File: config.mk
export PLATFORM = sky130hd
export DESIGN_NAME = priority_task_queue
export DESIGN_NICKNAME = d
export VERILOG_FILES = /design/src/ptq_pkg.sv /design/src/ptq_cell.sv /design/src/priority_task_queue.sv
export VERILOG_INCLUDE_DIRS = /design/src /design/src/src
export SDC_FILE = /design/constraint.sdc
export NUM_CORES = 1
export LEC_CHECK = 0
export BUFFER_PORTS_ARGS = -buffer_cell sky130_fd_sc_hd__buf_4
export CAP_MARGIN = 20
export CORE_UTILIZATION = 60
export DETAILED_ROUTE_END_ITERATION = 10
export GPL_ROUTABILITY_DRIVEN = 0
export PLACE_DENSITY = 0.79
export SLEW_MARGIN = 15
export SYNTH_ARGS = -nofsm -noshare
export SYNTH_HDL_FRONTEND = slang
export SYNTH_SLANG_ARGS = --single-unit
File: constraint.sdc
create_clock -name clk -period 3.66 [get_ports clk]
set_clock_uncertainty 0.05 [all_clocks]
set_input_delay 0.366 -clock clk [delete_from_list [all_inputs] [get_ports clk]]
set_output_delay 0.366 -clock clk [all_outputs]
set_load 0.05 [all_outputs]
File: src/assert_macros.svh
//------------------------------------------------------------------------------
// assert_macros.svh
// Concurrent assertion shorthands shared by the RTL.
//------------------------------------------------------------------------------
`ifndef ASSERT_MACROS_SVH
`define ASSERT_MACROS_SVH

// Check a property at every rising edge of clk outside reset.
`define ASSERT_ALWAYS(label, prop, msg) \
	label: assert property (@(posedge clk) disable iff (!arst_n) (prop)) else $error(msg);

// Check that a trigger implies a consequence in the next cycle.
`define ASSERT_NEXT(label, trig, cons, msg) \
	label: assert property (@(posedge clk) disable iff (!arst_n) (trig) |=> (cons)) \
		else $error(msg);

`endif

File: src/ptq_pkg.sv
//------------------------------------------------------------------------------
// ptq_pkg
// Shared types and codes of the priority task queue.
//------------------------------------------------------------------------------
package ptq_pkg;

	localparam int ID_W   = 16;
	localparam int PRIO_W = 8;

	typedef enum logic {
		MODE_PUSH = 1'b0,
		MODE_POP  = 1'b1
	} mode_t;

	typedef enum logic [1:0] {
		ST_PUSHED     = 2'd0,
		ST_PUSH_FULL  = 2'd1,
		ST_POPPED     = 2'd2,
		ST_POP_EMPTY  = 2'd3
	} status_t;

	// contents of one queue cell
	typedef struct packed {
		logic              valid;
		logic [ID_W-1:0]   id;
		logic [PRIO_W-1:0] prio;
	} slot_t;

	// operation broadcast to every cell
	typedef struct packed {
		logic              push;
		logic              pop;
		logic [ID_W-1:0]   id;
		logic [PRIO_W-1:0] prio;
	} cmd_t;

endpackage

File: src/ptq_cell.sv
//------------------------------------------------------------------------------
// ptq_cell
// One cell of the sorted chain: holds a task, shifts on push and pop.
//------------------------------------------------------------------------------
module ptq_cell (
	input  logic           clk,
	input  logic           arst_n,
	input  ptq_pkg::cmd_t  cmd,
	input  ptq_pkg::slot_t prev_slot,
	input  logic           prev_ge,
	input  ptq_pkg::slot_t next_slot,
	output ptq_pkg::slot_t slot,
	output logic           ge
);

	logic           valid_q;
	logic [ptq_pkg::ID_W-1:0]   id_q;
	logic [ptq_pkg::PRIO_W-1:0] prio_q;
	ptq_pkg::slot_t slot_d;
	logic           load;

	// stored task ranks at or above the incoming one: stay put
	assign ge = valid_q && (prio_q >= cmd.prio);

	always_comb begin
		slot_d = '{valid: valid_q, id: id_q, prio: prio_q};
		load   = 1'b0;
		if (cmd.pop) begin
			slot_d = next_slot;
			load   = 1'b1;
		end else if (cmd.push && !ge) begin
			load = 1'b1;
			if (prev_ge) begin
				slot_d = '{valid: 1'b1, id: cmd.id, prio: cmd.prio};
			end else begin
				slot_d = prev_slot;
			end
		end
	end

	always_ff @(posedge clk or negedge arst_n) begin
		if (!arst_n) begin
			valid_q <= 1'b0;
		end else if (load) begin
			valid_q <= slot_d.valid;
		end
	end

	always_ff @(posedge clk) begin
		if (load) begin
			id_q   <= slot_d.id;
			prio_q <= slot_d.prio;
		end
	end

	assign slot = '{valid: valid_q, id: id_q, prio: prio_q};

endmodule

File: src/priority_task_queue.sv
//------------------------------------------------------------------------------
// priority_task_queue
// Max-priority task queue built as a sorted shift chain of cells.
//------------------------------------------------------------------------------
// Each transfer on the input stream is a push (tuser 0: store task id and
// priority) or a pop (tuser 1: remove the highest priority task). Every
// transfer yields exactly one output transfer carrying a status in tuser and,
// for a successful pop, the task id and priority in tdata. Equal priorities
// leave in push order. A push into a full queue is dropped with status 1; a
// pop on an empty queue returns status 3. One item is taken per cycle while
// the sink keeps up: the cells compare against the incoming priority in
// parallel and shift together, and the output register frees itself whenever
// the sink takes data, so a new item is accepted in the same cycle a result is
// consumed. Output valid is registered and rises in the cycle after the input
// transfer. No clearing pass is needed after reset; only valid bits are reset.
//------------------------------------------------------------------------------
`include "assert_macros.svh"

module priority_task_queue #(
	parameter int QUEUE_DEPTH = 16
) (
	input  logic        clk,
	input  logic        arst_n,
	input  logic        s_axis_tvalid,
	output logic        s_axis_tready,
	input  logic [23:0] s_axis_tdata,   // [15:0] task_id, [23:16] priority_req
	input  logic        s_axis_tuser,   // [0] mode
	output logic        m_axis_tvalid,
	input  logic        m_axis_tready,
	output logic [23:0] m_axis_tdata,   // [15:0] out_task_id, [23:16] out_priority
	output logic [1:0]  m_axis_tuser    // [1:0] status
);

	ptq_pkg::slot_t slots [QUEUE_DEPTH];
	logic [QUEUE_DEPTH-1:0] ge;
	logic [QUEUE_DEPTH-1:0] valid_vec;
	ptq_pkg::cmd_t  cmd;

	logic in_xfer;
	logic is_pop;
	logic full;
	logic empty;

	logic                         out_valid_q;
	ptq_pkg::status_t             out_status_q;
	logic [ptq_pkg::ID_W-1:0]     out_id_q;
	logic [ptq_pkg::PRIO_W-1:0]   out_prio_q;

	// Take a new item whenever the output register is empty or being drained.
	assign s_axis_tready = !out_valid_q || m_axis_tready;
	assign in_xfer       = s_axis_tvalid && s_axis_tready;
	assign is_pop        = (ptq_pkg::mode_t'(s_axis_tuser) == ptq_pkg::MODE_POP);

	// Occupied cells form a prefix, so the ends of the chain give full/empty.
	assign full  = slots[QUEUE_DEPTH-1].valid;
	assign empty = !slots[0].valid;

	// Broadcast the operation; drop pushes into a full queue, pops on empty.
	assign cmd.push = in_xfer && !is_pop && !full;
	assign cmd.pop  = in_xfer && is_pop && !empty;
	assign cmd.id   = s_axis_tdata[15:0];
	assign cmd.prio = s_axis_tdata[23:16];

	// Cell 0 sees a virtual head that always ranks above the new task; the last
	// cell pulls an empty slot on pop.
	for (genvar i = 0; i < QUEUE_DEPTH; i++) begin : g_cell
		ptq_pkg::slot_t prev_slot;
		ptq_pkg::slot_t next_slot;
		logic           prev_ge;

		if (i == 0) begin : g_head
			assign prev_slot = '{valid: 1'b1, id: '0, prio: '0};
			assign prev_ge   = 1'b1;
		end else begin : g_body
			assign prev_slot = slots[i-1];
			assign prev_ge   = ge[i-1];
		end

		if (i == QUEUE_DEPTH-1) begin : g_tail
			assign next_slot = '0;
		end else begin : g_mid
			assign next_slot = slots[i+1];
		end

		ptq_cell u_cell (
			.clk       (clk),
			.arst_n    (arst_n),
			.cmd       (cmd),
			.prev_slot (prev_slot),
			.prev_ge   (prev_ge),
			.next_slot (next_slot),
			.slot      (slots[i]),
			.ge        (ge[i])
		);

		assign valid_vec[i] = slots[i].valid;
	end

	// Output register: hold until the sink takes the transfer.
	always_ff @(posedge clk or negedge arst_n) begin
		if (!arst_n) begin
			out_valid_q <= 1'b0;
		end else if (in_xfer) begin
			out_valid_q <= 1'b1;
		end else if (m_axis_tready) begin
			out_valid_q <= 1'b0;
		end
	end

	always_ff @(posedge clk) begin
		if (in_xfer) begin
			out_id_q   <= '0;
			out_prio_q <= '0;
			if (!is_pop) begin
				out_status_q <= full ? ptq_pkg::ST_PUSH_FULL : ptq_pkg::ST_PUSHED;
			end else if (empty) begin
				out_status_q <= ptq_pkg::ST_POP_EMPTY;
			end else begin
				out_status_q <= ptq_pkg::ST_POPPED;
				out_id_q     <= slots[0].id;
				out_prio_q   <= slots[0].prio;
			end
		end
	end

	assign m_axis_tvalid = out_valid_q;
	assign m_axis_tdata  = {out_prio_q, out_id_q};
	assign m_axis_tuser  = out_status_q;

	// Checks on chain ordering and occupancy.
	logic [QUEUE_DEPTH-2:0] order_ok;
	for (genvar i = 0; i < QUEUE_DEPTH-1; i++) begin : g_order
		assign order_ok[i] = !slots[i+1].valid ||
			(slots[i].valid && (slots[i].prio >= slots[i+1].prio));
	end

	logic [QUEUE_DEPTH:0] prefix_chk;
	assign prefix_chk = {1'b0, valid_vec} + {{QUEUE_DEPTH{1'b0}}, 1'b1};

	`ASSERT_ALWAYS(a_prefix, $onehot(prefix_chk), "occupied cells are not a prefix")
	`ASSERT_ALWAYS(a_sorted, &order_ok, "chain priorities out of order")
	`ASSERT_NEXT(a_pop_empty, in_xfer && is_pop && empty,
		m_axis_tvalid && (m_axis_tuser == ptq_pkg::ST_POP_EMPTY), "pop on empty not reported")
	`ASSERT_NEXT(a_push_grow, cmd.push,
		$countones(valid_vec) == $countones($past(valid_vec)) + 1, "push did not add a task")

endmodule
==> flow_metrics.env, run 1 <==
export IMPL_core_area_sq_um=39730
export IMPL_finalSetupViolCount=0
export IMPL_whs_path_depth=1
export IMPL_met2WireLength_mm=30.50
export IMPL_r2r_end="g_cell[12].u_cell.id_q[10]$_DFFE_PP_"
export IMPL_htree_num_levels=2
export IMPL_hold_path_startpoint="s_axis_tuser"
export IMPL_yosysWarnings=0
export IMPL_worstSetupPathType="primary input to flop"
export IMPL_worstPathRequired_ns=4.03
export IMPL_start_util_pct=60.79
export IMPL_drt_wl_total_mm=67.47
export IMPL_io_pins=57
export IMPL_slowest_stage="a21oi_2"
export IMPL_drv_slew=0
export IMPL_fmax_ghz=0.3684
export IMPL_syn_to_final_growth_pct=9.086
export IMPL_first_iter_violations=2852
export IMPL_power_density_nw_per_um2=714.2
export IMPL_grt_ovfl_total=0
export IMPL_grt_max_degree=109
export IMPL_cts_buffers=45
export IMPL_final_nets=2457
export IMPL_wl_met1_mm=26.57
export IMPL_period_share_pct=74.16
export IMPL_layout_min_cycle_time_ns=2.714
export IMPL_vias=19900
export IMPL_syn_area_per_cell_sq_um=10.38
export IMPL_top_layer="met4"
export IMPL_fp_row_count=73
export IMPL_viasPerCell=6.939
export IMPL_post_route_util_pct=66.31
export IMPL_wl_per_cell_um=23.53
export IMPL_r2r_setup_slack_ns=0.98
export IMPL_worst_pin_slew_ns=1.091
export IMPL_cts_root_buf="clkbuf_16"
export IMPL_cts_resized=0
export IMPL_die_area_sq_um=41060
export IMPL_grt_pass1_vias=19093
export IMPL_ys_ff_latch=427
export IMPL_async_reset_ff_share_pct=3.981
export IMPL_irDropWorstVdd_mv=0.3453
export IMPL_netlist_cell_type_count=50
export IMPL_detail_route_antenna_nets=0
export IMPL_critical_path_max_stage_delay_ns=0.85
export IMPL_cts_setup_buffers=0
export IMPL_synth_edf_count=410
export IMPL_synth_nets=2477
export IMPL_maxCapViolCount=0
export IMPL_ctsHoldBuffers=2
export IMPL_r2r_start="g_cell[11].u_cell.prio_q[6]$_DFFE_PP_"
export IMPL_cp_end_kind="flop"
export IMPL_io_buffers=56
export IMPL_clockBufferDepth=3
export IMPL_hold_viol_final=0
export IMPL_drc=0
export IMPL_setup_tns_ns=0
export IMPL_die_h_um=202.6
export IMPL_grt_antenna_before_repair=0
export IMPL_cts_tree="built"
export IMPL_fp_dieW_um=202.6
export IMPL_status="finished clean"
export IMPL_whs_ns=0.1377
export IMPL_ys_seq_area_share_pct=52.74
export IMPL_rsz0062_at_grt="false"
export IMPL_grt_pass1_wl_mm=107.1
export IMPL_ys_dominant_reg_cell="edfxtp_1"
export IMPL_leakage_nw=9.585
export IMPL_crit_fanout=17
export IMPL_place_area_sq_um=24860
export IMPL_wl_met3_mm=7.967
export IMPL_clkSinkCount=427
export IMPL_holdPathEnd="m_axis_tuser[1]$_DFFE_PP_"
export IMPL_track_usage_pct=32.88
export IMPL_reg2reg_depth=7
export IMPL_drt_pass1_iter_count=6
export IMPL_clk_latency_ns=0.58
export IMPL_synth_area_sq_um=24150
export IMPL_hold_class="primary input to flop"
export IMPL_clkTransAtPathRegs_ns=0.06
export IMPL_worst_endpoint_arrival_ns=3.09
export IMPL_design_area_sq_um=26350
export IMPL_dp_final_hpwl_mm=44.57
export IMPL_layout_drive_gt1_share_pct=11.01
export IMPL_relSlewSlack_pct=27.08
export IMPL_startpoint_type="primary input"
export IMPL_antennaDiodeCount=0
export IMPL_netlist_instances=2328
export IMPL_cp_cell_sequence="buf_4, inv_1, ha_1, a21o_1, a21oi_2, a21oi_2, buf_4, nand3_1, a31oi_1"
## area by class of cell
type	instances	area (sq um)
timing repair buffer	142	1206
inverter	31	116.4
sequential	427	12740
clock inverter	30	242.7
tap	525	656.9
clock buffer	52	1174
fill	2981	13380
multi-input combinational	1661	10210
## metal layers
layer  global-route usage, %  vias to the layer above
li1                        -                     8833
met1                   46.30                     9510
met2                   50.21                     1356
met3                   6.581                      201
met4                   13.00                        0
met5                       0                        -
## cell usage in the layout, fill, tap and decap left out, types with 2 or more instances in the layout
cell / instances
nand2_1: 316
buf_12: 9
mux2i_1: 25
o21a_1: 12
a31oi_1: 145
a22oi_1: 6
nand2b_1: 3
nand2b_4: 6
o211ai_1: 185
and3_1: 38
a221o_1: 8
o21ai_1: 120
ha_1: 120
o21ai_0: 67
nand3_1: 343
dlygate4sd3_1: 2
edfxtp_1: 410
clkinv_1: 12
a22oi_2: 8
bufinv_16: 3
buf_4: 126
clkinv_2: 12
o22a_1: 6
clkbuf_1: 6
dfrtp_1: 17
a2111oi_4: 6
o211a_4: 6
a21bo_2: 5
a21oi_2: 7
nor2_1: 157
a21oi_1: 10
a21boi_2: 4
inv_1: 31
o211ai_2: 5
clkbuf_16: 46
nor3b_1: 8
o221ai_1: 7
o2111a_1: 8
buf_6: 4
a21o_1: 16
## power breakdown
part | internal [mW] | switching, mW
sequential | 7.15 | 0.774
clock | 2.52 | 2.03
combinational | 2.20 | 4.14
total | 11.9 | 6.94
## worst max path at each step
stage          cells past startpoint                                  from  slack [ns]                              endpoint
2_1_floorplan                     10                      s_axis_tdata[23]        0.49    g_cell[0].u_cell.id_q[0]$_DFFE_PP_
3_5_place_dp                       9                      s_axis_tdata[21]        0.44  g_cell[12].u_cell.id_q[10]$_DFFE_PP_
5_1_grt                            9                      s_axis_tdata[21]        0.77  g_cell[12].u_cell.id_q[10]$_DFFE_PP_
6_report                           9                      s_axis_tdata[21]        0.95  g_cell[12].u_cell.id_q[10]$_DFFE_PP_
4_1_cts                            8  g_cell[9].u_cell.prio_q[0]$_DFFE_PP_        1.00  g_cell[9].u_cell.prio_q[1]$_DFFE_PP_
3_3_place_gp                       9                      s_axis_tdata[21]        0.51  g_cell[12].u_cell.id_q[10]$_DFFE_PP_
## flip-flops by register name (all words and copies together), names as in the netlist
register	cells
out_prio_q	8
g_cell.u_cell.id_q	256
m_axis_tvalid	1
g_cell.u_cell.valid_q	16
g_cell.u_cell.prio_q	128
m_axis_tuser	2
out_id_q	16
## Yosys cell counts, types with 3 or more instances
| library cell | n | area [sq um] |
|---|---|---|
| o21ai_0 | 67 | 335.3 |
| a21boi_1 | 4 | 30.03 |
| nand2b_1 | 3 | 18.77 |
| a22oi_2 | 8 | 100.1 |
| a21o_1 | 16 | 120.1 |
| o2111a_1 | 8 | 90.09 |
| o211ai_2 | 6 | 75.07 |
| dfrtp_1 | 17 | 425.4 |
| clkbuf_1 | 68 | 255.2 |
| a21oi_2 | 6 | 52.55 |
| a31oi_1 | 145 | 907.1 |
| a21oi_1 | 11 | 55.05 |
| a22oi_1 | 6 | 45.04 |
| and3_1 | 38 | 237.7 |
| nand2_1 | 316 | 1186 |
| nand3_1 | 343 | 1717 |
| a221o_1 | 8 | 80.08 |
| edfxtp_1 | 410 | 12310 |
| a21bo_2 | 5 | 50.05 |
| mux2i_1 | 25 | 250.2 |
| nor2_1 | 157 | 589.3 |
| buf_1 | 19 | 71.32 |
| o211a_4 | 6 | 105.1 |
| o211ai_1 | 185 | 1389 |
| buf_4 | 18 | 135.1 |
| buf_8 | 14 | 210.2 |
| inv_1 | 31 | 116.4 |
| nand2b_4 | 6 | 82.58 |
| ha_1 | 120 | 1501 |
| buf_2 | 89 | 445.4 |
| nor3b_1 | 8 | 60.06 |
| a2111oi_4 | 6 | 165.2 |
| o21ai_1 | 120 | 600.6 |
| o22a_1 | 6 | 52.55 |
| o21a_1 | 12 | 90.09 |
| o221ai_1 | 7 | 61.31 |
## logic make-up (layout without fill, tap and decap cells)
kind of cell             count (synthesis)  in the layout  synth area share, %
AND/OR/NAND/NOR                        876            876                16.30
AO/OA/AOI/OAI                          640            640                18.56
flip-flops                             427            427                52.74
buffers and inverters                  240            255                5.154
adder cells (fa/ha/maj)                120            120                6.216
multiplexers                            25             25                1.036
## critical path: cells and delay by family
kind            cells  cell delay [ns]
buf+inv             3             1.05
fa+ha+maj           1             0.27
compound gates      4             1.29
simple gates        1             0.09
## metrics by stage
step | setup WS (ns) | power [mW] | cells
6_report | 0.9458 | 18.82 | 2868
5_1_grt | 0.7676 | 19.63 | 2868
4_1_cts | 1.005 | 18.62 | 2865
3_5_place_dp | 0.4426 | 14.11 | 2781
3_3_place_gp | 0.5104 | 13.75 | 2779
2_1_floorplan | 0.4884 | 12.38 | 2328
(Power assumes the default switching activity.)
==> inputs of run 2 (changes only) <==
--- a/config.mk
+++ b/config.mk
@@ -6,6 +6,7 @@
 export SDC_FILE = /design/constraint.sdc
 export NUM_CORES = 1
 export LEC_CHECK = 0
+export ABC_AREA = 1
 export BUFFER_PORTS_ARGS = -buffer_cell sky130_fd_sc_hd__buf_4
 export CAP_MARGIN = 20
 export CORE_UTILIZATION = 60
==> constraint.sdc (replaced) <==
create_clock -name clk -period 2.7 [get_ports clk]
set_clock_uncertainty 0.05 [all_clocks]
set_input_delay 0.27 -clock clk [delete_from_list [all_inputs] [get_ports clk]]
set_output_delay 0.27 -clock clk [all_outputs]
set_load 0.05 [all_outputs]
==> run 2 against run 1 <==
Non-clock buffer count increased by 40. Hold slack got worse by 0.096 ns. Global-route usage up 4.3 points. Count of clock-buffer cells in the layout up 7. First-iteration DRC count increased by 22%. Sequential share of layout area down 4.9 points. Register-to-register slack worse by 0.75 ns. Critical endpoint is now g_cell[11].u_cell.id_q[9]$_DFFE_PP_. Largest cell class unchanged. Highest routed layer unchanged.
==> flow_metrics.env, run 2 <==
export IMPL_grt_antenna_before_repair=0
export IMPL_clkSinkCount=427
export IMPL_wl_per_cell_um=20.56
export IMPL_htree_num_levels=2
export IMPL_layout_drive_gt1_share_pct=7.699
export IMPL_first_iter_violations=3487
export IMPL_hold_viol_final=0
export IMPL_power_density_nw_per_um2=501.2
export IMPL_track_usage_pct=37.20
export IMPL_start_util_pct=61.06
export IMPL_finalSetupViolCount=0
export IMPL_detail_route_antenna_nets=0
export IMPL_status="finished clean"
export IMPL_cts_buffers=47
export IMPL_syn_to_final_growth_pct=11.18
export IMPL_dp_final_hpwl_mm=54.98
export IMPL_largest_reg_flops=256
export IMPL_synth_area_sq_um=26360
export IMPL_fp_dieW_um=211.6
export IMPL_grt_pass1_wl_mm=127.6
export IMPL_ys_dominant_reg_cell="edfxtp_1"
export IMPL_netlist_instances=3388
export IMPL_synth_nets=3537
export IMPL_clockBufferDepth=3
export IMPL_layout_common_cells="nand2_1, nand3_1, inv_1"
export IMPL_dp_cells=3920
export IMPL_worstSetupPathType="primary input to flop"
export IMPL_cp_end_kind="flop"
export IMPL_startpoint_type="primary input"
export IMPL_r2r_end="g_cell[15].u_cell.id_q[12]$_SDFFCE_PP0P_"
export IMPL_maxCapViolCount=0
export IMPL_cts_root_buf="clkbuf_16"
export IMPL_io_buffers=56
export IMPL_syn_area_per_cell_sq_um=7.780
export IMPL_viasPerCell=6.064
export IMPL_synth_edf_count=410
export IMPL_holdPathEnd="g_cell[0].u_cell.id_q[12]$_DFFE_PP_"
export IMPL_p_int_mw=11.29
export IMPL_ys_seq_area_share_pct=48.32
export IMPL_power_frac_clock_pct=45.5
export IMPL_hold_class="primary input to flop"
export IMPL_crit_fanout=29
export IMPL_async_reset_ff_share_pct=3.981
export IMPL_core_area_sq_um=43170
export IMPL_fp_row_count=76
export IMPL_die_area_sq_um=44780
export IMPL_fmax_ghz=0.3812
export IMPL_leakage_nw=14.25
export IMPL_rsz0062_at_grt="false"
export IMPL_p_comb_share_pct=5.6
export IMPL_relSlewSlack_pct=32.11
export IMPL_period_share_pct=97.17
export IMPL_layout_commonest_cell="nand2_1"
export IMPL_drv_slew=0
export IMPL_layout_min_cycle_time_ns=2.624
export IMPL_yosysMostFrequentCell="nand2_1"
export IMPL_worst_pin_slew_ns=1.018
export IMPL_die_h_um=211.6
export IMPL_grt_pass1_vias=23681
export IMPL_drt_pass1_iter_count=8
export IMPL_grt_ovfl_total=0
export IMPL_final_cells=4027
export IMPL_crit_buf_inv=5
export IMPL_vias=24418
export IMPL_largestRegisters="g_cell.u_cell.id_q x256, g_cell.u_cell.prio_q x128"
export IMPL_worst_endpoint_arrival_ns=2.92
export IMPL_final_nets=3552
export IMPL_slowest_stage="dlygate4sd3_1"
export IMPL_r2r_setup_slack_ns=0.23
export IMPL_dp_slack_ns=0.1211
export IMPL_cts_setup_buffers=0
export IMPL_whs_path_depth=3
export IMPL_power_mw=14.69
export IMPL_r2r_start="g_cell[14].u_cell.prio_q[1]$_DFFE_PP_"
export IMPL_switching_share_pct=23.13
export IMPL_clkTransAtPathRegs_ns=0.06
export IMPL_io_pins=57
export IMPL_grt_max_degree=99
export IMPL_fin_ws_ns=0.07646
export IMPL_crit_path_frequent_cell="nand2_1"
export IMPL_power_switching_mw=3.398
export IMPL_critical_path_max_stage_delay_ns=0.55
export IMPL_yosysTopAreaCell="edfxtp_1"
export IMPL_critPathTopFamily="buffers and inverters"
export IMPL_yosysWarnings=0
export IMPL_drt_wl_total_mm=82.79
export IMPL_clk_latency_ns=0.61
export IMPL_synth_common_cells="nand2_1, nand3_1, inv_1"
export IMPL_irDropWorstVdd_mv=0.5845
export IMPL_ys_ff_latch=427
export IMPL_hold_path_startpoint="s_axis_tdata[12]"
export IMPL_ys_top_cells_by_area="edfxtp_1, nand2_1, nand3_1"
export IMPL_cp_cell_sequence="dlygate4sd3_1, buf_4, inv_1, buf_12, ha_1, a21oi_1, nor2_1, nor3_1, nand2_1, nand2_2, buf_4, nand2_1, nand3_1, nand2_1"
export IMPL_reg2reg_depth=11
export IMPL_cts_tree="built"
export IMPL_netlist_cell_type_count=28
export IMPL_p_seq_share_pct=48.9
export IMPL_synth_top_area_share_pct=46.71
export IMPL_top_register="g_cell.u_cell.id_q"
export IMPL_worstPathRequired_ns=2.99
export IMPL_antennaDiodeCount=0
export IMPL_drc=0
[run 2: cell types whose count changed in the layout (fill, tap and decap cells not counted), moves of 111 or more]
cell      change
a31oi_1     -145
o211ai_1    -185
nand2_1     +935
nand3_1     +353
o21ai_1     -111
inv_1       +395
[run 2: power groups by stage]
stage,clock (mW),sequential [mW],combinational (mW)
CTS,6.67,7.18,0.787
global placement,0,7.32,0.726
detailed placement,0,7.32,0.759
floorplan,0,7.38,0.365
finish,6.68,7.18,0.828
global route,6.92,7.18,0.863
[run 2: layer usage]
layer	track usage (%)	up-vias	share of wire, %
li1	-	10985	-
met1	46.64	11368	36
met2	58.27	1663	45
met3	8.545	402	12
met4	23.59	0	7.1
met5	0	-	0
[run 2: layout make-up]
class | count | area (sq um)
Multi-Input combinational cell | 2314 | 10940
Inverter | 431 | 1625
Clock buffer | 59 | 1261
Clock inverter | 29 | 294.0
Tap cell | 585 | 732.0
Fill cell | 3424 | 13860
Timing Repair Buffer | 182 | 1714
Sequential cell | 427 | 12740
[run 2: stage by stage]
step	setup TNS [ns]	instance area [sq um]	utilization, %	hold WS, ns
final	0	29310	67.89	0.04132
after global placement	0	27540	63.80	0.1570
after floorplan	-0.3809	26410	-	-0.07559
after detailed placement	0	27540	63.80	0.1567
after global routing	0	29310	67.89	0.006876
after CTS	0	29290	67.84	0.002648
[run 2: worst max path at each step]
stage,to,start,cells past startpoint
after global routing,g_cell[15].u_cell.id_q[12]$_SDFFCE_PP0P_,s_axis_tdata[17],15
after CTS,g_cell[6].u_cell.prio_q[4]$_DFFE_PP_,s_axis_tdata[21],13
after global placement,g_cell[1].u_cell.prio_q[4]$_DFFE_PP_,s_axis_tdata[21],12
after floorplan,g_cell[7].u_cell.id_q[0]$_DFFE_PP_,m_axis_tvalid$_DFFE_PN0P_,6
after detailed placement,g_cell[1].u_cell.prio_q[3]$_DFFE_PP_,s_axis_tdata[21],12
final,g_cell[11].u_cell.id_q[9]$_DFFE_PP_,s_axis_tdata[21],14
[run 2: worst register-to-register path: cells and delay by family, from the launching register on]
| kind | cells | cell delay [ns] |
|---|---|---|
| compound gates | 1 | 0.56 |
| fa+ha+maj | 1 | 0.33 |
| buf+inv | 1 | 0.23 |
| flops | 1 | 0.46 |
| simple gates | 8 | 0.55 |
[run 2: cells by family (layout without fill, tap and decap cells)]
group | Yosys count | after routing | share of synthesized area (%)
fa+ha+maj | 120 | 120 | 5.696
buf+inv | 647 | 701 | 10.37
compound gates | 88 | 88 | 1.742
flops | 427 | 427 | 48.32
simple gates | 2106 | 2106 | 33.87
[run 2: what timing repair did]
item,in CTS,in global routing
hold buffers,19,0
endpoints found under the setup margin,0,47
gates resized for setup,0,6
endpoints found under the hold margin,34,0
